**config.mk**
```make
export PLATFORM = sky130hd
export DESIGN_NAME = glyph_width_justify
export DESIGN_NICKNAME = d
export VERILOG_FILES = /design/src/rtl/core/gwj_pkg.sv /design/src/rtl/core/gwj_front.sv /design/src/rtl/core/gwj_fifo.sv /design/src/rtl/core/gwj_div.sv /design/src/rtl/core/gwj_back.sv /design/src/rtl/core/glyph_width_justify.sv
export SDC_FILE = /design/constraint.sdc
export NUM_CORES = 2
export LEC_CHECK = 0
export ABC_AREA = 1
export CORE_MARGIN = 2
export CORE_UTILIZATION = 45
export CTS_CLUSTER_DIAMETER = 50
export CTS_CLUSTER_SIZE = 16
export DETAILED_ROUTE_END_ITERATION = 16
export DONT_BUFFER_PORTS = 1
export HOLD_SLACK_MARGIN = 0.12
export PLACE_DENSITY = 0.71
export SETUP_SLACK_MARGIN = 0.4
export SLEW_MARGIN = 20
export SYNTH_ARGS = -nofsm -noshare
export SYNTH_HDL_FRONTEND = slang
export SYNTH_SLANG_ARGS = --single-unit
export TNS_END_PERCENT = 5
```
**constraint.sdc**
```tcl
create_clock -name clk -period 46 [get_ports clk]
set_input_delay 4.6 -clock clk [delete_from_list [all_inputs] [get_ports clk]]
set_output_delay 4.6 -clock clk [all_outputs]
set_load 0.02 [all_outputs]
```
**src/rtl/core/gwj_pkg.sv**
```systemverilog
`default_nettype none
package gwj_pkg;

  localparam int MAX_GLYPHS_DEF = 256;

  localparam int TGT_W = 15;
  localparam int LEN_W = 9;
  localparam int IDX_W = 8;
  localparam int X_W   = 16;

  // The widest dividend is the compression dividend, whose product fits in 24 bits.
  localparam int NUM_W = TGT_W + LEN_W;
  localparam int DIV_W = LEN_W;

  localparam int IN_TDATA_W  = 64;
  localparam int OUT_TDATA_W = 32;

  localparam int FIFO_DEPTH = 4;

  typedef enum logic [1:0] {
    MODE_PASS,
    MODE_SHRINK,
    MODE_WIDEN
  } gwj_mode_t;

  typedef struct packed {
    gwj_mode_t          mode;
    logic               shrunk;
    logic               few_gaps;
    logic               slot_one;
    logic [IDX_W-1:0]   idx;
    logic [X_W-1:0]     x;
    logic [TGT_W-1:0]   target;
  } gwj_side_t;

  typedef struct packed {
    logic [NUM_W-1:0] num;
    logic [DIV_W-1:0] div;
    gwj_side_t        side;
  } gwj_job_t;

  typedef struct packed {
    logic [NUM_W-1:0] num;
    logic [DIV_W-1:0] rem;
    logic [DIV_W-1:0] div;
    gwj_side_t        side;
  } gwj_dstage_t;

  typedef struct packed {
    gwj_mode_t        mode;
    logic             shrunk;
    logic [X_W-1:0]   x;
    logic [TGT_W-1:0] front;
    logic [X_W-1:0]   prod;
    logic [TGT_W-1:0] target;
  } gwj_fin_t;

endpackage
`default_nettype wire

```
**src/rtl/core/gwj_front.sv**
```systemverilog
`default_nettype none
module gwj_front import gwj_pkg::*; #(
  parameter int MAX_GLYPHS = MAX_GLYPHS_DEF
) (
  input  wire logic                  in_tvalid,
  output logic                       in_tready,
  input  wire logic [IN_TDATA_W-1:0] in_tdata,
  input  wire logic                  fifo_full,
  output logic                       push,
  output gwj_job_t                   job
);

  logic [TGT_W-1:0] target;
  logic [TGT_W-1:0] adv;
  logic [LEN_W-1:0] len_raw;
  logic [LEN_W-1:0] len;
  logic [IDX_W-1:0] idx;
  logic [X_W-1:0]   x;
  logic [TGT_W-1:0] a_s;
  logic [TGT_W-1:0] a_w;
  logic [LEN_W-1:0] slot;
  logic [LEN_W-1:0] idx1;
  logic [NUM_W-1:0] prod;
  logic             in_word;
  logic             shrink;
  logic             widen;
  logic             few_gaps;

  assign target  = in_tdata[14:0];
  assign adv     = in_tdata[29:15];
  assign len_raw = in_tdata[38:30];
  assign idx     = in_tdata[46:39];
  assign x       = in_tdata[62:47];

  assign in_tready = !fifo_full;
  assign push      = in_tvalid && !fifo_full;

  always_comb begin
    len      = (int'(len_raw) > MAX_GLYPHS) ? LEN_W'(MAX_GLYPHS) : len_raw;
    in_word  = (len != '0) && ({1'b0, idx} < len);
    shrink   = target < adv;
    widen    = target > adv;
    a_s      = adv - target;
    a_w      = target - adv;
    slot     = len - LEN_W'(1);
    few_gaps = (slot[LEN_W-1:1] == '0);
    idx1     = {1'b0, idx} + LEN_W'(1);
    prod     = {{LEN_W{1'b0}}, a_s} * {{TGT_W{1'b0}}, idx1};

    job.side.shrunk   = shrink;
    job.side.few_gaps = few_gaps;
    job.side.slot_one = slot[0];
    job.side.idx      = idx;
    job.side.x        = x;
    job.side.target   = target;

    if (in_word && shrink) begin
      job.side.mode = MODE_SHRINK;
      job.num       = prod + NUM_W'(len[LEN_W-1:1]);
      job.div       = len;
    end else if (in_word && widen) begin
      job.side.mode = MODE_WIDEN;
      job.num       = NUM_W'(a_w);
      job.div       = few_gaps ? DIV_W'(1) : slot;
    end else begin
      job.side.mode = MODE_PASS;
      job.num       = '0;
      job.div       = DIV_W'(1);
    end
  end

endmodule
`default_nettype wire

```
**src/rtl/core/gwj_fifo.sv**
```systemverilog
`default_nettype none
module gwj_fifo import gwj_pkg::*; (
  input  wire logic     clk,
  input  wire logic     rst_n,
  input  wire logic     push,
  input  wire gwj_job_t wr_job,
  output logic          full,
  input  wire logic     pop,
  output logic          rd_valid,
  output gwj_job_t      rd_job
);

  localparam int PTR_W = $clog2(FIFO_DEPTH);
  localparam int CNT_W = PTR_W + 1;

  gwj_job_t         mem_r [FIFO_DEPTH];
  logic [PTR_W-1:0] wr_ptr_r;
  logic [PTR_W-1:0] wr_ptr_nxt;
  logic [PTR_W-1:0] rd_ptr_r;
  logic [PTR_W-1:0] rd_ptr_nxt;
  logic [CNT_W-1:0] cnt_r;
  logic [CNT_W-1:0] cnt_nxt;

  assign full     = (cnt_r == CNT_W'(FIFO_DEPTH));
  assign rd_valid = (cnt_r != '0);
  assign rd_job   = mem_r[rd_ptr_r];

  always_comb begin
    wr_ptr_nxt = wr_ptr_r;
    rd_ptr_nxt = rd_ptr_r;
    cnt_nxt    = cnt_r;
    if (push) begin
      wr_ptr_nxt = (wr_ptr_r == PTR_W'(FIFO_DEPTH - 1)) ? '0 : wr_ptr_r + PTR_W'(1);
    end
    if (pop) begin
      rd_ptr_nxt = (rd_ptr_r == PTR_W'(FIFO_DEPTH - 1)) ? '0 : rd_ptr_r + PTR_W'(1);
    end
    if (push && !pop) begin
      cnt_nxt = cnt_r + CNT_W'(1);
    end else if (pop && !push) begin
      cnt_nxt = cnt_r - CNT_W'(1);
    end
  end

  always_ff @(posedge clk) begin
    if (!rst_n) begin
      wr_ptr_r <= '0;
      rd_ptr_r <= '0;
      cnt_r    <= '0;
    end else begin
      wr_ptr_r <= wr_ptr_nxt;
      rd_ptr_r <= rd_ptr_nxt;
      cnt_r    <= cnt_nxt;
    end
  end

  always_ff @(posedge clk) begin
    if (push) begin
      mem_r[wr_ptr_r] <= wr_job;
    end
  end

  a_cnt_bound: assert property (@(posedge clk) disable iff (!rst_n)
    cnt_r <= CNT_W'(FIFO_DEPTH))
    else $error("queue count beyond depth");

  a_no_push_full: assert property (@(posedge clk) disable iff (!rst_n)
    full |-> !push)
    else $error("push into a full queue");

  a_no_pop_empty: assert property (@(posedge clk) disable iff (!rst_n)
    pop |-> rd_valid)
    else $error("pop from an empty queue");

  a_cnt_up: assert property (@(posedge clk) disable iff (!rst_n)
    (push && !pop) |=> (cnt_r == $past(cnt_r) + CNT_W'(1)))
    else $error("queue count did not follow a push");

endmodule
`default_nettype wire

```
**src/rtl/core/gwj_div.sv**
```systemverilog
`default_nettype none
module gwj_div import gwj_pkg::*; (
  input  wire logic     clk,
  input  wire logic     rst_n,
  input  wire logic     adv,
  input  wire logic     in_valid,
  input  wire gwj_job_t in_job,
  output logic          out_valid,
  output gwj_dstage_t   out_stage
);

  gwj_dstage_t st_src [NUM_W];
  logic        vld_src [NUM_W];
  gwj_dstage_t st_r   [NUM_W];
  gwj_dstage_t st_nxt [NUM_W];
  logic        vld_r  [NUM_W];

  assign st_src[0].num  = in_job.num;
  assign st_src[0].rem  = '0;
  assign st_src[0].div  = in_job.div;
  assign st_src[0].side = in_job.side;
  assign vld_src[0]     = in_valid;

  for (genvar k = 0; k < NUM_W; k++) begin : g_stage
    logic [DIV_W:0] trial;
    logic [DIV_W:0] diff;
    logic           ge;

    if (k > 0) begin : g_link
      assign st_src[k]  = st_r[k-1];
      assign vld_src[k] = vld_r[k-1];
    end

    always_comb begin
      trial          = {st_src[k].rem, st_src[k].num[NUM_W-1]};
      ge             = trial >= {1'b0, st_src[k].div};
      diff           = trial - {1'b0, st_src[k].div};
      st_nxt[k].num  = {st_src[k].num[NUM_W-2:0], ge};
      st_nxt[k].rem  = ge ? diff[DIV_W-1:0] : trial[DIV_W-1:0];
      st_nxt[k].div  = st_src[k].div;
      st_nxt[k].side = st_src[k].side;
    end

    always_ff @(posedge clk) begin
      if (!rst_n) begin
        vld_r[k] <= 1'b0;
      end else if (adv) begin
        vld_r[k] <= vld_src[k];
      end
    end

    always_ff @(posedge clk) begin
      if (adv) begin
        st_r[k] <= st_nxt[k];
      end
    end
  end

  assign out_valid = vld_r[NUM_W-1];
  assign out_stage = st_r[NUM_W-1];

endmodule
`default_nettype wire

```
**src/rtl/core/gwj_back.sv**
```systemverilog
`default_nettype none
module gwj_back import gwj_pkg::*; (
  input  wire logic                   clk,
  input  wire logic                   rst_n,
  input  wire logic                   head_valid,
  input  wire gwj_job_t               head_job,
  output logic                        pop,
  output logic                        out_tvalid,
  input  wire logic                   out_tready,
  output logic [OUT_TDATA_W-1:0]      out_tdata,
  output logic                        out_tuser
);

  logic                   adv;
  logic                   dvld;
  gwj_dstage_t            dst;
  logic [NUM_W-1:0]       qm;
  logic [TGT_W-1:0]       step;
  logic [TGT_W+IDX_W-1:0] prod_full;
  gwj_fin_t               fin_r;
  gwj_fin_t               fin_nxt;
  logic                   fin_vld_r;
  logic [X_W-1:0]         x_nxt;
  logic                   out_valid_r;
  logic [X_W-1:0]         out_x_r;
  logic [TGT_W-1:0]       out_adv_r;
  logic                   out_shrunk_r;

  assign adv = !out_valid_r || out_tready;
  assign pop = adv && head_valid;

  gwj_div u_div (
    .clk       (clk),
    .rst_n     (rst_n),
    .adv       (adv),
    .in_valid  (head_valid),
    .in_job    (head_job),
    .out_valid (dvld),
    .out_stage (dst)
  );

  always_comb begin
    qm        = dst.num - NUM_W'(dst.side.slot_one);
    step      = dst.side.few_gaps ? TGT_W'(dst.side.slot_one) : dst.num[TGT_W-1:0];
    prod_full = {{IDX_W{1'b0}}, step} * {{TGT_W{1'b0}}, dst.side.idx};

    fin_nxt.mode   = dst.side.mode;
    fin_nxt.shrunk = dst.side.shrunk;
    fin_nxt.target = dst.side.target;
    fin_nxt.front  = dst.side.few_gaps ? qm[TGT_W:1] : TGT_W'(dst.rem[DIV_W-1:1]);
    fin_nxt.prod   = prod_full[X_W-1:0];
    case (dst.side.mode)
      MODE_SHRINK: fin_nxt.x = dst.side.x - dst.num[X_W-1:0];
      default:     fin_nxt.x = dst.side.x;
    endcase
  end

  always_comb begin
    case (fin_r.mode)
      MODE_WIDEN: x_nxt = fin_r.x + X_W'(fin_r.front) + fin_r.prod;
      default:    x_nxt = fin_r.x;
    endcase
  end

  always_ff @(posedge clk) begin
    if (!rst_n) begin
      fin_vld_r   <= 1'b0;
      out_valid_r <= 1'b0;
    end else if (adv) begin
      fin_vld_r   <= dvld;
      out_valid_r <= fin_vld_r;
    end
  end

  always_ff @(posedge clk) begin
    if (adv) begin
      fin_r        <= fin_nxt;
      out_x_r      <= x_nxt;
      out_adv_r    <= fin_r.target;
      out_shrunk_r <= fin_r.shrunk;
    end
  end

  assign out_tvalid = out_valid_r;
  assign out_tdata  = {1'b0, out_adv_r, out_x_r};
  assign out_tuser  = out_shrunk_r;

  a_hold_result: assert property (@(posedge clk) disable iff (!rst_n)
    (out_valid_r && !out_tready) |-> !pop ##1 $stable(out_x_r))
    else $error("result changed or queue popped while stalled");

  a_pop_moves: assert property (@(posedge clk) disable iff (!rst_n)
    pop |=> $past(head_valid) && $past(adv))
    else $error("pop without a waiting item and a free pipeline");

  a_fin_to_out: assert property (@(posedge clk) disable iff (!rst_n)
    (fin_vld_r && adv) |=> out_valid_r)
    else $error("finished item lost before the output register");

endmodule
`default_nettype wire

```
**src/rtl/core/glyph_width_justify.sv**
```systemverilog
// Glyph width justification. Each input item is one glyph of a word: the
// word's target width, current advance, glyph count, the glyph's index and
// its x position, packed in in_tdata. Each item yields exactly one result
// item on the out_ channel, in order: the adjusted x and the new advance in
// out_tdata, and in out_tuser a flag that is set when the word was compressed.
// A compressed word moves each glyph left by a rounded share of the excess; a
// widened word spreads the spare pixels over its gaps with a centred offset.
// Glyphs outside the word, and words whose widths already match, pass as they
// are. The per-glyph division runs in a pipelined restoring divider, one
// quotient bit per stage, 24 stages, followed by two finishing stages.
// Throughput is one item per cycle while the receiver does not stall.
// Accepted items pass through a four-entry queue, so in_tready stays high
// while the pipeline is stalled until that queue is full. When out_tready
// is low while a result is waiting, the whole pipeline holds and the result
// waits in the output register. Reset clears every valid flag and empties
// the queue; no item is in flight afterwards.
`default_nettype none
module glyph_width_justify import gwj_pkg::*; #(
  parameter int MAX_GLYPHS = MAX_GLYPHS_DEF
) (
  input  wire logic                   clk,
  input  wire logic                   rst_n,
  input  wire logic                   in_tvalid,
  output logic                        in_tready,
  // target_width[14:0], current_advance[29:15], string_length[38:30],
  // glyph_index[46:39], glyph_x[62:47], zero[63].
  input  wire logic [IN_TDATA_W-1:0]  in_tdata,
  output logic                        out_tvalid,
  input  wire logic                   out_tready,
  // adjusted_x[15:0], new_advance[30:16], zero[31].
  output logic [OUT_TDATA_W-1:0]      out_tdata,
  // shrunk[0].
  output logic                        out_tuser
);

  logic     push;
  logic     full;
  logic     pop;
  logic     head_valid;
  gwj_job_t wr_job;
  gwj_job_t head_job;

  gwj_front #(
    .MAX_GLYPHS (MAX_GLYPHS)
  ) u_front (
    .in_tvalid (in_tvalid),
    .in_tready (in_tready),
    .in_tdata  (in_tdata),
    .fifo_full (full),
    .push      (push),
    .job       (wr_job)
  );

  gwj_fifo u_fifo (
    .clk      (clk),
    .rst_n    (rst_n),
    .push     (push),
    .wr_job   (wr_job),
    .full     (full),
    .pop      (pop),
    .rd_valid (head_valid),
    .rd_job   (head_job)
  );

  gwj_back u_back (
    .clk        (clk),
    .rst_n      (rst_n),
    .head_valid (head_valid),
    .head_job   (head_job),
    .pop        (pop),
    .out_tvalid (out_tvalid),
    .out_tready (out_tready),
    .out_tdata  (out_tdata),
    .out_tuser  (out_tuser)
  );

endmodule
`default_nettype wire

```
* Word-level counts from Yosys, hierarchy flattened
Memory sizes are Yosys's and may differ from the RTL's. A register that Yosys moved wholly into a read port is not among the register bits.
Cells that the tools add are included.
** Word-level totals
- Memories kept :: 3
- Output and inout bits :: 35
- Register bits :: 105
- Memory bits (writable) :: 2396
- Word-level logic and storage cells :: 199
- Input port bits :: 68
** Memory list
- u_back.u_div.st_r :: words 24, bits a word 86, rd ports 24, clocked after memory_dff 0, wr ports 24, RTL line gwj_div.sv:14 : gwj_dstage_t st_r [NUM_W];
- u_fifo.mem_r :: words 4, bits a word 77, rd ports 1, clocked after memory_dff 1, wr ports 1, RTL line gwj_fifo.sv:16 : gwj_job_t mem_r [FIFO_DEPTH];
- u_back.u_div.vld_r :: words 24, bits a word 1, rd ports 24, clocked after memory_dff 1, wr ports 24, RTL line gwj_div.sv:16 : logic vld_r [NUM_W];
** Operators by class
- Multipliers :: 2
- Magnitude comparators :: 28
- Reductions and logical operators :: 17
- Equality and inequality tests :: 5
- $add $sub $neg :: 37
- Multiplexer cells :: 69
- Bitwise operators :: 24
** Operator list (number)
- $mux 9 :: 26
- $ge 10x9->1 :: 23
- $sub 9x9->9 :: 23
- $mux 35 :: 1
- $mux 16 :: 2
- $mux 1 :: 31
- $sub 15x15->15 :: 2
- $mux 26 :: 1
- $add 24x8->24 :: 1
- $mul 15x9->24 :: 1
- $or 1x1->1 :: 24
- $add 16x15->16 :: 1
- $add 16x16->16 :: 1
- $mul 15x8->16 :: 1
- $sub 16x1->16 :: 1
- $sub 16x16->16 :: 1
- $gt 15x15->1 :: 1
- $lt 15x15->1 :: 1
- $mux 15 :: 1
- $add 8x1->9 const B :: 1
- $ge 1x9->1 :: 1
- $gt 9x9->1 const B :: 1
- $lt 8x9->1 :: 1
- $reduce_bool 9->1 :: 1
- other kinds (17) :: 34

* Longest topological paths before layout
- Word-level depth :: 7
- Depth in mapped cells :: 32
- Depth with buffers taken out :: 31

* Modules after synthesis
A second synthesis with hierarchy kept.
** Unflattened totals
- Cells, all modules :: 7895
- Area total of the unflattened synthesis :: 105713.9 µm²
** By module, submodules not included
- gwj_div :: area each 77962.3 µm², cells each 5083, times used 1, sequential area each 62690.1 µm²
- gwj_fifo :: area each 11876.4 µm², cells each 804, times used 1, sequential area each 9429.0 µm²
- gwj_back :: area each 8546.9 µm², cells each 965, times used 1, sequential area each 2952.8 µm²
- gwj_front :: area each 7328.3 µm², cells each 1043, times used 1, sequential area each 0.0 µm²

* Least setup slack after synthesis
OpenSTA, ideal clock, no wires.
- Path kind :: input to register
- Start :: in out_tready
- End :: mem u_back.u_div.vld_r[10], data pin
- Buffers on the path :: 1
- Stages on the path :: 5
- Required time :: 45.854 ns
- Setup time :: 0.146 ns
- Data arrival time :: 47.395 ns
- Slack :: -1.541 ns
- Cell sequence :: nor2_1 > inv_1 > nand2_1 > clkbuf_1 > nor2_1
** RTL lines
- from (decl) :: RTL line glyph_width_justify.sv:29 : input wire logic out_tready,
- to (decl) :: RTL line gwj_div.sv:16

* Final worst setup path
- Start :: in out_tready
- End :: reg u_back.out_x_r[10], enable pin
** On the way
- Word-level cells in the longest chain between the ends :: 1
** RTL lines
- $logic_or 1x1->1 :: RTL line gwj_back.sv:29 : assign adv = !out_valid_r || out_tready;
- named net u_back.adv :: RTL line gwj_back.sv:14 : logic adv;
- to (signal assigned) :: RTL line gwj_back.sv:78 : out_x_r <= x_nxt;
- to (decl) :: RTL line gwj_back.sv:25 : logic [X_W-1:0] out_x_r;
The timed path passes the listed nets, and every way through them passes these cells.
A chain may end at the register's enable or synchronous reset.

==> flow_metrics.env <==
export IMPL_design_portCount=103
export IMPL_core_area_um2=214000
export IMPL_drc_errors=0
export IMPL_via_count=49800
export IMPL_clock_sinks=2330
export IMPL_synth_xor_area_share_pct=1.96
export IMPL_reg2reg_slack_ns=38.49
export IMPL_cts_root_buf="clkbuf_16"
export IMPL_path_common_cell="buf_4"
export IMPL_fin_cells=9896
export IMPL_antenna_found_initial=3
export IMPL_finalSetupViolCount=0
export IMPL_max_stage_delay_ns=0.90
export IMPL_crit_family="buffers and inverters"
export IMPL_worstHoldStart="u_back.u_div.st_r[3][2]$_DFFE_PN_"
export IMPL_stdcell_area_um2=106000
export IMPL_crit_fanout=82
export IMPL_clkTransAtPathRegs_ns=0.06
export IMPL_netlist_instances=6839
export IMPL_whs_ns=0.374
export IMPL_synth_seq_area_share_pct=72.2
export IMPL_nNetsFinal=7599
export IMPL_cp_arrival_ns=11.25
export IMPL_worstReg2RegStart="u_back.out_tvalid$_SDFFE_PN0N_"
export IMPL_port_buffers=0
export IMPL_synth_edf_count=2318
export IMPL_grt_pass1_wl_um=258000
export IMPL_synth_top_family_by_area="adder cells"
export IMPL_syn_nets=7480
export IMPL_async_flop_share_pct=0
export IMPL_totalWireLength_um=161000
export IMPL_track_usage_pct=14.6
export IMPL_synth_mux_area_share_pct=0
export IMPL_period_share_pct=23.5
export IMPL_worst_slew_pin_slew_ns=1.06
export IMPL_drive_above_1_share_pct=5.46
export IMPL_cts_tree="yes"
export IMPL_max_freq_mhz=92.4
export IMPL_drtIter0Drc=3839
export IMPL_synth_fa_ha_area_share_pct=8.95
export IMPL_wl_per_cell_um=16.2
export IMPL_fin_worst_skew_ns=0.0551
export IMPL_min_path_cells=0
export IMPL_slew_viol_final=0
export IMPL_finalSetupTns_ns=0
export IMPL_startpoint_type="primary input"
export IMPL_post_dp_cell_area_um2=100000
export IMPL_die_w_um=468
export IMPL_synth_area_um2=96800
export IMPL_dpl_hpwl_um=108000
export IMPL_min_to="u_back.u_div.st_r[3][88]$_DFFE_PN_"
export IMPL_rr_worst_depth=10
export IMPL_dieHeight_um=468
export IMPL_cp_end_kind="flip-flop"
export IMPL_status="finished clean"
export IMPL_htree_levels=4
export IMPL_cts_buffer_depth=3
export IMPL_layout_commonest_cell="edfxtp_1"
export IMPL_synth_distinct_cells=50
export IMPL_post_route_min_period_ns=10.83
export IMPL_grt_ovfl_total=0
export IMPL_crit_path_top_delay_cell="buf_4"
export IMPL_crit_buf_inv=8
export IMPL_multi_input_area_um2=23500
export IMPL_rsz0062_at_grt="no"
export IMPL_clk_latency_ns=0.82
export IMPL_viasPerCell=5.03
export IMPL_dp_cells=9605
export IMPL_start_util_pct=45.2
export IMPL_critPathKind="primary input to flip-flop"
export IMPL_min_path_type="flip-flop to flip-flop"
export IMPL_syn_area_per_cell_um2=14.1
export IMPL_post_cts_resized=0
export IMPL_layout_common_cells="edfxtp_1 (2,318), nand2_1 (880), inv_1 (741)"
export IMPL_grt_start_max_net_pins=203
export IMPL_path_cells="nor2_1 > clkinvlp_4 > buf_4 > buf_4 > buf_4 > buf_4 > buf_4 > buf_4 > buf_4"
export IMPL_worstReg2RegEnd="u_back.out_x_r[10]$_DFFE_PN_"
export IMPL_drv_cap=0
export IMPL_synth_main_ff_cell="edfxtp_1"
export IMPL_final_hold_viol_count=0
export IMPL_yosysWarnings=0
export IMPL_syn2layout_area_growth_pct=9.60
export IMPL_register_area_um2=69900
export IMPL_yosys_area_share_simple_pct=8.43
export IMPL_cts_buffers=189
export IMPL_relSlewSlack_pct=29.7
export IMPL_die_area_um2=219000
export IMPL_rows=170
export IMPL_worstPathRequired_ns=46.42
export IMPL_place_congestion=0.912
export IMPL_synth_seq_cells=2330
export IMPL_antenna_left=0
export IMPL_cts_setup_buffers=0
export IMPL_dr_pass1_iters=6
export IMPL_grt_pass1_vias=49600
export IMPL_nFillCells=17700
export IMPL_synth_compound_area_share_pct=4.94
export IMPL_hold_buffers=0
cell families (layout without fill, tap and decap cells):
| kind of cell | Yosys count | after routing |
|---|---|---|
| simple gates | 1987 | 1987 |
| other cells | 1 | 3 |
| fa+ha+maj | 573 | 573 |
| compound gates | 862 | 862 |
| xor+xnor | 217 | 217 |
| flops | 2330 | 2330 |
| buf+inv | 869 | 1086 |
area by class of cell:
| type | instances | share of cell area, % |
|---|---|---|
| Clock inverter | 76 | 0.938 |
| Clock buffer | 213 | 4.63 |
| Antenna cell | 2 | 0.00472 |
| Tap cell | 2838 | 3.35 |
| Multi-Input combinational cell | 3640 | 22.2 |
| Inverter | 756 | 2.68 |
| Sequential cell | 2330 | 65.9 |
| Timing Repair Buffer | 41 | 0.326 |
sequential cells by signal (all words and copies together), names as in the netlist, named ones only:
| name | flops |
|---|---|
| u_back.fin_r | 65 |
| u_back.out_x_r | 16 |
| u_back.out_tvalid | 1 |
| u_fifo.rd_ptr_r | 2 |
| u_fifo.wr_ptr_r | 2 |
| u_fifo.mem_r | 308 |
| u_back.u_div.vld_r | 24 |
| u_back.fin_vld_r | 1 |
| u_back.out_tuser | 1 |
| u_back.u_div.st_r | 1890 |
| u_fifo.cnt_r | 3 |
| u_back.out_adv_r | 15 |
worst reg2reg max path, cell delays in order (launching register included):
cell        delay, ns
dfxtp_1          0.38
inv_1            0.08
nor2_1           0.09
clkinvlp_4       0.49
buf_4            0.75
buf_4            0.92
buf_4            0.89
buf_4            0.94
buf_4            0.87
buf_4            0.83
buf_4            0.86
worst max path at each step:
| stage | end | startpoint | slack, ns | cells past startpoint |
|---|---|---|---|---|
| after floorplan | u_back.fin_r[0]$_DFFE_PN_ | out_tready | 10.66 | 2 |
| after global placement | u_back.fin_r[42]$_SDFFCE_PN0N_ | out_tready | 34.41 | 9 |
| after detailed placement | u_back.fin_r[44]$_SDFFCE_PN0N_ | out_tready | 34.16 | 9 |
| after CTS | u_back.fin_r[52]$_DFFE_PN_ | out_tready | 35.06 | 9 |
| after global routing | u_back.fin_r[52]$_DFFE_PN_ | out_tready | 34.46 | 9 |
| final | u_back.out_x_r[10]$_DFFE_PN_ | out_tready | 35.17 | 9 |
layer usage:
metal  vias up  part of all wire, %  track usage [%]
met5         -                    0                0
met4         0                  2.9             4.85
met3       276                  4.9             2.87
met2      1069                   49             24.7
met1     24200                   43             19.0
li1      24200                    -                -
synthesized netlist by cell type, drive strengths merged (2+ instances only):
| cell type | n | area (um2) |
|---|---|---|
| edfxtp | 2318 | 69600 |
| nand2 | 902 | 3450 |
| inv | 753 | 2830 |
| nor2 | 732 | 2780 |
| ha | 374 | 4680 |
| o21ai | 334 | 1720 |
| a21oi | 332 | 1690 |
| nand3 | 228 | 1150 |
| fa | 199 | 3980 |
| xor2 | 117 | 1020 |
| xnor2 | 100 | 876 |
| o22ai | 68 | 425 |
| clkbuf | 63 | 236 |
| buf | 50 | 332 |
| nand4 | 49 | 307 |
| a21o | 40 | 300 |
| nor3 | 30 | 155 |
| a31oi | 27 | 169 |
| o211ai | 26 | 200 |
| a211oi | 23 | 173 |
| nand3b | 23 | 173 |
| or2 | 15 | 93.8 |
| dfxtp | 12 | 240 |
| o21bai | 6 | 45.0 |
| and2 | 3 | 18.8 |
| clkinv | 3 | 11.3 |
| nor3b | 3 | 22.5 |
| o21a | 3 | 22.5 |
| nor4 | 2 | 12.5 |
through the flow:
| stage | util (%) | setup WS (ns) |
|---|---|---|
| after floorplan | - | 10.66 |
| after global placement | 46.7 | 34.41 |
| after detailed placement | 46.8 | 34.16 |
| after CTS | 49.5 | 35.06 |
| after global routing | 49.5 | 34.46 |
| final | 49.5 | 35.17 |
Power is left out: the tool's default activity adds up to more than one toggle a clock period on the data nets, which glitch-free logic cannot reach.
